[src/rtl/core/bgf_pkg.sv]
// Package: shared types, constants and the command struct for the gap filler.
`default_nettype none
package bgf_pkg;
  localparam int unsigned MaxWidth  = 512;
  localparam int unsigned MaxHeight = 512;
  localparam int unsigned CoordW    = $clog2(MaxWidth + 1);
  localparam int unsigned RowW      = $clog2(MaxHeight + 1);
  localparam int unsigned Depth     = MaxWidth * MaxHeight;
  localparam int unsigned AddrW     = $clog2(Depth);
  localparam int unsigned PosW      = $clog2(Depth + 1);
  localparam int unsigned CfgIdxW   = 3;
  localparam int unsigned CfgDataW  = 10;

  localparam logic [CfgIdxW-1:0] RegPolarity = 3'd0;
  localparam logic [CfgIdxW-1:0] RegGapW     = 3'd1;
  localparam logic [CfgIdxW-1:0] RegGapH     = 3'd2;
  localparam logic [CfgIdxW-1:0] RegWidth    = 3'd3;
  localparam logic [CfgIdxW-1:0] RegHeight   = 3'd4;

  typedef struct packed {
    logic       mode;
    logic [7:0] pixel_in;
  } in_item_t;

  typedef struct packed {
    logic [7:0] pixel_out;
    logic       last_out;
  } out_item_t;

  // Controller to datapath: at most one memory operation per cycle.
  typedef struct packed {
    logic             rd;
    logic             wr;
    logic [AddrW-1:0] addr;
    logic [7:0]       wdata;
  } mem_cmd_t;
endpackage
`default_nettype wire

[src/rtl/core/bgf_ctrl.sv]
// Controller: load, scan sequencer and readout state machine.
`default_nettype none
module bgf_ctrl import bgf_pkg::*; (
  input  wire              clk_i,
  input  wire              rst_ni,
  input  wire              in_valid_i,
  output logic             in_stall_o,
  input  in_item_t         in_data_i,
  output logic             out_valid_o,
  input  wire              out_stall_i,
  output out_item_t        out_data_o,
  input  wire              cfg_valid_i,
  output logic             cfg_ready_o,
  input  wire [CfgIdxW-1:0]  cfg_index_i,
  input  wire [CfgDataW-1:0] cfg_data_i,
  output mem_cmd_t         cmd_o,
  input  wire [7:0]        rdata_i
);
  typedef enum logic [3:0] {
    StIdle, StSeedRd, StSeedChk, StNbrChk, StHLook, StHFill,
    StVNbrChk, StVLook, StVFill, StNext, StRdWait, StRdOut
  } state_e;

  state_e state_q;
  logic       pol_q;
  logic [9:0] gapw_q, gaph_q, fw_q, fh_q;
  logic [PosW-1:0] load_q, rdpos_q;
  logic            done_q;
  logic [CoordW-1:0] col_q;   // seed column j
  logic [RowW-1:0]   row_q;   // seed row i
  logic [CoordW:0]   k_q;     // look-ahead position along the line
  logic [CoordW:0]   hit_q;   // end of fill (exclusive)
  logic [CoordW:0]   last_q;
  logic              vert_q;  // current line is vertical
  mem_cmd_t          cmd_q;

  logic [CoordW-1:0] w;
  logic [RowW-1:0]   h;
  logic [PosW-1:0]   size;
  logic [7:0]        fill, other;

  always_comb begin
    w = (fw_q == '0) ? CoordW'(1) : ((fw_q > 10'(MaxWidth)) ? CoordW'(MaxWidth) : CoordW'(fw_q));
    h = (fh_q == '0) ? RowW'(1) : ((fh_q > 10'(MaxHeight)) ? RowW'(MaxHeight) : RowW'(fh_q));
    fill  = pol_q ? 8'd0 : 8'd255;
    other = ~fill;
  end

  // Frame size in pixels.
  assign size = PosW'(w) * PosW'(h);

  // Address of line element k: horizontal is row*w+k, vertical is k*w+col.
  function automatic logic [AddrW-1:0] pix(input logic [RowW:0] r, input logic [CoordW:0] c,
                                           input logic [CoordW-1:0] wd);
    return AddrW'(r) * AddrW'(wd) + AddrW'(c);
  endfunction

  logic [AddrW-1:0] line_addr;
  always_comb begin
    if (vert_q) line_addr = pix((RowW+1)'(k_q), (CoordW+1)'(col_q), w);
    else        line_addr = pix((RowW+1)'(row_q), k_q, w);
  end

  // Line length, seed position and limit for the current line.
  logic [CoordW:0] cnt, pos;
  logic [10:0]     lim;
  always_comb begin
    cnt = vert_q ? (CoordW+1)'(h) : (CoordW+1)'(w);
    pos = vert_q ? (CoordW+1)'(row_q) : (CoordW+1)'(col_q);
    lim = vert_q ? 11'(gaph_q) : 11'(gapw_q);
  end

  logic [11:0] plim, lastv;
  always_comb begin
    plim  = 12'(pos) + 12'(lim);
    lastv = plim + 12'd1;
    if (lastv < 12'(pos) + 12'd2) lastv = 12'(pos) + 12'd2;
    if (lastv > 12'(cnt) - 12'd1) lastv = 12'(cnt) - 12'd1;
  end

  assign in_stall_o  = (state_q != StIdle) || out_valid_o || cfg_valid_i;
  assign cfg_ready_o = (state_q == StIdle) && !out_valid_o;
  assign cmd_o       = cmd_q;

  always_ff @(posedge clk_i or negedge rst_ni) begin
    if (!rst_ni) begin
      state_q <= StIdle;
      pol_q <= 1'b1; gapw_q <= 10'd20; gaph_q <= 10'd20;
      fw_q <= 10'd512; fh_q <= 10'd512;
      load_q <= '0; rdpos_q <= '0; done_q <= 1'b0;
      out_valid_o <= 1'b0; cmd_q <= '0;
      col_q <= '0; row_q <= '0; k_q <= '0; hit_q <= '0; last_q <= '0; vert_q <= 1'b0;
      out_data_o <= '0;
    end else begin
      cmd_q.rd <= 1'b0;
      cmd_q.wr <= 1'b0;
      if (out_valid_o && !out_stall_i) out_valid_o <= 1'b0;
      unique case (state_q)
        StIdle: begin
          if (cfg_valid_i && cfg_ready_o) begin
            unique case (cfg_index_i)
              RegPolarity: pol_q  <= cfg_data_i[0];
              RegGapW:     gapw_q <= cfg_data_i;
              RegGapH:     gaph_q <= cfg_data_i;
              RegWidth:  begin fw_q <= cfg_data_i; load_q <= '0; rdpos_q <= '0; done_q <= 1'b0; end
              RegHeight: begin fh_q <= cfg_data_i; load_q <= '0; rdpos_q <= '0; done_q <= 1'b0; end
              default: ;
            endcase
          end else if (in_valid_i && !in_stall_o) begin
            if (!in_data_i.mode) begin
              // Load one pixel; wrap positions past the frame end.
              cmd_q.wr    <= 1'b1;
              cmd_q.addr  <= AddrW'((load_q >= size) ? '0 : load_q);
              cmd_q.wdata <= in_data_i.pixel_in;
              load_q  <= ((load_q >= size) || (load_q + 1'b1 >= size)) ? '0 : load_q + 1'b1;
              rdpos_q <= '0;
              done_q  <= 1'b0;
            end else begin
              if (rdpos_q >= size) rdpos_q <= '0;
              if (load_q >= size) load_q <= '0;
              if (!done_q && w > 1 && h > 1) begin
                row_q <= '0; col_q <= '0;
                state_q <= StSeedRd;
              end else begin
                done_q <= 1'b1;
                state_q <= StRdWait;
                cmd_q.rd <= 1'b1;
                cmd_q.addr <= AddrW'((rdpos_q >= size) ? '0 : rdpos_q);
              end
            end
          end
        end
        StSeedRd: begin
          cmd_q.rd <= 1'b1;
          cmd_q.addr <= pix((RowW+1)'(row_q), (CoordW+1)'(col_q), w);
          state_q <= StSeedChk;
        end
        StSeedChk: begin
          // Wait cycle; also request right neighbor.
          cmd_q.rd <= 1'b1;
          cmd_q.addr <= pix((RowW+1)'(row_q), (CoordW+1)'(col_q) + 1'b1, w);
          state_q <= StNbrChk;
        end
        StNbrChk: begin
          if (rdata_i != fill) state_q <= StNext;
          else begin
            state_q <= StHLook;
            vert_q  <= 1'b0;
            k_q     <= '0;
          end
        end
        StHLook, StVLook: begin
          // k_q==0: neighbor test pending; issue neighbor read first.
          if (k_q == '0) begin
            cmd_q.rd <= 1'b1;
            cmd_q.addr <= vert_q ? pix((RowW+1)'(row_q) + 1'b1, (CoordW+1)'(col_q), w)
                                 : pix((RowW+1)'(row_q), (CoordW+1)'(col_q) + 1'b1, w);
            k_q <= (CoordW+1)'(1);
            hit_q <= '0;
          end else if (k_q == (CoordW+1)'(1)) begin
            k_q <= (CoordW+1)'(2);  // read latency
          end else if (k_q == (CoordW+1)'(2)) begin
            if (rdata_i != other) state_q <= vert_q ? StNext : StVNbrChk;
            else if (plim >= 12'(cnt)) begin
              hit_q <= cnt;
              k_q <= pos + 1'b1;
              state_q <= vert_q ? StVFill : StHFill;
            end else begin
              last_q <= (CoordW+1)'(lastv);
              k_q <= pos + 2'd2;
              hit_q <= '1;  // marks search phase
              cmd_q.rd <= 1'b1;
              cmd_q.addr <= vert_q ? pix((RowW+1)'(pos) + 2'd2, (CoordW+1)'(col_q), w)
                                   : pix((RowW+1)'(row_q), pos + 2'd2, w);
              state_q <= vert_q ? StVFill : StHFill;
              vert_q <= vert_q;
            end
          end
        end
        StHFill, StVFill: begin
          if (hit_q == '1) begin
            // Search: one read in flight; evaluate it once its data is back (command register, then RAM read register).
            // A position past the search window never matches.
            if (!cmd_q.rd) begin
              if ((k_q <= last_q) && (rdata_i == fill)) begin
                hit_q <= k_q;
                k_q <= pos + 1'b1;
              end else if (k_q >= last_q) begin
                state_q <= vert_q ? StNext : StVNbrChk;
              end else begin
                k_q <= k_q + 1'b1;
                cmd_q.rd <= 1'b1;
                cmd_q.addr <= vert_q ? pix((RowW+1)'(k_q + 1'b1), (CoordW+1)'(col_q), w)
                                     : pix((RowW+1)'(row_q), k_q + 1'b1, w);
              end
            end
          end else if (k_q < hit_q) begin
            cmd_q.wr <= 1'b1;
            cmd_q.wdata <= fill;
            cmd_q.addr <= line_addr;
            k_q <= k_q + 1'b1;
          end else state_q <= vert_q ? StNext : StVNbrChk;
        end
        StVNbrChk: begin
          vert_q <= 1'b1;
          k_q <= '0;
          state_q <= StVLook;
        end
        StNext: begin
          vert_q <= 1'b0;
          if ((CoordW+1)'(col_q) + 2'd2 < (CoordW+1)'(w)) begin
            col_q <= col_q + 1'b1;
            state_q <= StSeedRd;
          end else if ((RowW+1)'(row_q) + 2'd2 < (RowW+1)'(h)) begin
            col_q <= '0;
            row_q <= row_q + 1'b1;
            state_q <= StSeedRd;
          end else begin
            done_q <= 1'b1;
            cmd_q.rd <= 1'b1;
            cmd_q.addr <= AddrW'(rdpos_q);
            state_q <= StRdWait;
          end
        end
        StRdWait: state_q <= StRdOut;
        StRdOut: begin
          out_valid_o <= 1'b1;
          out_data_o.pixel_out <= rdata_i;
          out_data_o.last_out  <= (rdpos_q + 1'b1 >= size);
          rdpos_q <= (rdpos_q + 1'b1 >= size) ? '0 : rdpos_q + 1'b1;
          state_q <= StIdle;
        end
        default: state_q <= StIdle;
      endcase
    end
  end

`ifndef ASSERT_OFF
  a_no_accept_busy: assert property (@(posedge clk_i) disable iff (!rst_ni)
    (state_q != StIdle) |-> in_stall_o) else $error("accept while busy");
  a_out_after_rd: assert property (@(posedge clk_i) disable iff (!rst_ni)
    $rose(out_valid_o) |-> $past(state_q == StRdOut)) else $error("stray result");
  a_no_rw: assert property (@(posedge clk_i) disable iff (!rst_ni)
    !(cmd_q.rd && cmd_q.wr)) else $error("read and write together");
`endif
endmodule
`default_nettype wire

[config.mk]
export PLATFORM = sky130hd
export DESIGN_NAME = bgf_ctrl
export DESIGN_NICKNAME = d
export VERILOG_FILES = /design/src/rtl/core/bgf_pkg.sv /design/src/rtl/core/bgf_ctrl.sv
export SDC_FILE = /design/constraint.sdc
export NUM_CORES = 2
export LEC_CHECK = 0
export ABC_AREA = 0
export CAP_MARGIN = 0
export CORE_ASPECT_RATIO = 0.9
export CORE_MARGIN = 2
export CORE_UTILIZATION = 68
export DETAILED_ROUTE_END_ITERATION = 6
export DONT_BUFFER_PORTS = 1
export HOLD_SLACK_MARGIN = 0.06
export PLACE_DENSITY = 0.85
export RECOVER_POWER = 25
export SLEW_MARGIN = 5
export SYNTH_ARGS = -nofsm -noshare
export SYNTH_HDL_FRONTEND = slang
export SYNTH_SLANG_ARGS = --single-unit
[constraint.sdc]
create_clock -name clk_i -period 11.3 [get_ports clk_i]
set_input_delay 0.565 -clock clk_i [delete_from_list [all_inputs] [get_ports clk_i]]
set_output_delay 0.565 -clock clk_i [all_outputs]
set_load 0.005 [all_outputs]
==> impl_results.md <==
- DR iter-0 viols: ~4.7k
- Row Count: 82
- Final min period: around 9700 ps
- Post-CTS resize count: 0
- Asr flop ratio synth: between 90% and 100%
- HPWL after DPL: 105 mm
- Syn Nets: about 5.6k
- Peak Freq: 103 MHz
- Crit Reg-Reg Startpoint: fw_q[8]$_DFFE_PN0P_
- Top delay family on crit path: adder cells
- Synth Warn #: 0
- Synth cell types: 96
- RD Place Congestion: 1.08
- FF-to-FF setup slack: between 1500 and 2000 ps
- RSZ-0062 raised after global routing: false
- Worst path max stage delay: 690 ps
- Startpoint Class: flip-flop
- Failing checks: design-rule violations, negative hold slack
- First-pass GRT wire length: slightly above 200 mm
- CP Max Fanout: 20
- WP data required: around 12000 ps
- DRT Pass-1 Iters: 7
- Layout area overhead: 4.31%
- Worst hold path class: in2async
- Final nets: 5498
- CP dominant cell by count: fa_1
- Largest net degree at the start of global routing: between 150 and 200
- Ranking of synthesized cells by area: fa_1 (23%), ha_1 (16%), dfrtp_1 (11%), inv_1 (5.7%), nand2_1 (5.2%)
- IO Count: between 70 and 80
- Post-synth top flop: dfrtp_1
- Metal3 WL: between 20 and 25 mm
- Post-Synthesis Cells: 4615
- Max-Cap Viols: 0
- CTS Buffer Depth: 2
- DR top layer: met5
- Core Area: 55700 um2
- Drt drc: 19
- Post-Syn Area: between 30000 and 40000 um2
- Port buffer count: 0
- Worst reg2reg path depth: 33
- Tightest Pin Transition: 1400 ps
- Fin. Hold Viols: 1
- Wire per inst: around 25 um
- Via count: between 30k and 40k
- Final setup viols: 0
- Share of cells above drive strength 1: under 10%
- Slew Limit Headroom: under 10%
- Worst Setup End Kind: flip-flop
- Initial antenna violation count: 8
- Max-slew violation count: 0
- Crit Path Class: reg2reg
- Die X: between 200 and 300 um
- WP data arrival: a little over 10000 ps
- CTS Buf Count: 17
- Final Non-Filler Cells: ~5.3k
- Final Util: between 70% and 80%
- Sink Count: 176
- Synth top area share: a little under a quarter
- Final setup TNS: 0 ps
- Status: finished with violations
- CTS Root Cell: clkbuf_16
- WL met2: between 50 and 60 mm
- Die span in y: about 230 um
- EDFF count, synth: 0
- Placed Cells: about 5.3k
- GRT Util Overall: between 40% and 50%
- Drt via density: approximately 6.6
- CTS tree: built
- Initial core utilization: between 60% and 70%
- Post-DRT Antenna Nets: 0
- #FFs+latches synth: around 180
- Overflow after GRT: 0
- Post-synthesis sequential area ratio: between 10% and 20%
- Final cycle utilization of the critical path: a little under nine tenths
- Slowest CP cell: nor3_1
- Critical R2R Capture: load_q[9]$_DFFE_PN0P_
- Clk_skew: about 23 ps
- Crit path buffers/inverters: 2
- Clock latency on the worst-skew pair: ~490 ps
- Worst-path clk slew: about 90 ps
- Die ar.: 58200 um2
- Avg Inst Size Synth: roughly 8.3 um2
- Vias in the first global route: between 30k and 40k
- Post-synth top area cell: fa_1
- H-Tree Depth: 4
- Met1 Wirelength: approximately 48 mm
- Final wirelength: 134 mm
- Worst hold slack: -15.2 ps
Yosys cell counts, types with 19 or more instances:
master and n:
a211oi_1 54, a21o_1 58, a21oi_1 189, a22o_1 21, a31oi_1 21, and2_1 85, and3_1 31, clkbuf_1 175
clkinv_1 19, dfrtp_1 169, fa_1 440, ha_1 500, inv_1 578, mux2_2 65, mux2i_1 31, nand2_1 526
nand2b_1 30, nand3_1 97, nand4_1 39, nor2_1 452, nor2b_1 58, nor3_1 77, o211ai_1 21, o21a_1 40
o21ai_0 173, o21ai_1 22, o22ai_1 28, xnor2_1 173, xor2_1 103
timing repair:
item,CTS,global route
endpoints found under the hold margin,176,0
hold buffers,1,0
buffers inserted,0,0
per-stage QoR:
| stage | area [um2] | setup slack [ps] |
|---|---|---|
| after global routing | 39900 | 1110 |
| after floorplan | 38300 | 2860 |
| after global placement | 39300 | 2180 |
| after CTS | 39900 | 1840 |
| after detailed placement | 39300 | 1950 |
| final | 39900 | 1570 |
worst register-to-register path: cells and delay by family (launching register included):
kind	cells	cell delay (ps)
flip-flops	1	440
XOR/XNOR	1	450
AO/OA/AOI/OAI	12	2420
adder cells (fa/ha/maj)	7	3010
buffers and inverters	2	410
AND/OR/NAND/NOR	11	2930
cells in the final DEF, fill, tap and decap left out, types with 20 or more instances in the layout:
cell	count
inv_1	578
nand2_1	526
ha_1	500
nor2_1	451
fa_1	440
a21oi_1	189
o21ai_0	173
xnor2_1	173
dfrtp_1	168
xor2_1	102
nand3_1	97
buf_4	97
and2_1	85
nor3_1	76
mux2_2	65
a21o_1	58
a211oi_1	53
nor2b_1	50
o21a_1	40
nand4_1	39
mux2i_1	31
and3_1	31
nand2b_1	30
o22ai_1	28
o21ai_1	21
a22o_1	21
o211ai_1	21
a31oi_1	20
logic make-up after synthesis:
family / share of synthesized area [%]
and+or+nand+nor: 17.8
adders and majority gates: 39.4
buffers and inverters: 8.03
AOI/OAI and AO/OA: 13.9
xor gates and xnor gates: 6.36
DFF: 11.5
muxes: 3.05
other: 0.00979
sequential cells by signal (all words and copies together), names as in the netlist, 11 cells and up:
name     count
cmd_o       28
hit_q       11
k_q         11
last_q      11
load_q      19
rdpos_q     19
how the worst max path moves through the flow:
stage	startpoint	endpoint	slack, ps	cells past startpoint
2_1_floorplan	fw_q[8]$_DFFE_PN0P_	load_q[4]$_DFFE_PN0P_	2860	35
3_3_place_gp	fw_q[4]$_DFFE_PN0P_	load_q[5]$_DFFE_PN0P_	2180	33
3_5_place_dp	fw_q[8]$_DFFE_PN0P_	load_q[9]$_DFFE_PN0P_	1950	33
4_1_cts	fw_q[8]$_DFFE_PN0P_	load_q[9]$_DFFE_PN0P_	1840	33
5_1_grt	fw_q[8]$_DFFE_PN0P_	load_q[9]$_DFFE_PN0P_	1110	33
6_report	fw_q[8]$_DFFE_PN0P_	load_q[9]$_DFFE_PN0P_	1570	33
final cells by class:
cell class | instances | area [um2]
clock buffers | 18 | 439
diodes | 1 | 2.50
flip-flops and latches | 176 | 4420
multi-input cells | 3627 | 30900
repair buffers | 98 | 756
clock inverters | 14 | 211
well taps | 756 | 946
inverters | 603 | 2260
fillers | 4343 | 15800
layer usage:
| layer | GRT usage (%) | vias to the layer above |
|---|---|---|
| li1 | - | 15231 |
| met1 | 60.1 | 16673 |
| met2 | 67.4 | 2553 |
| met3 | 17.1 | 627 |
| met4 | 27.5 | 12 |
| met5 | 0 | - |
Power is not shown: default switching activity piles up to over one toggle a cycle in this logic, so the estimate is an artifact.
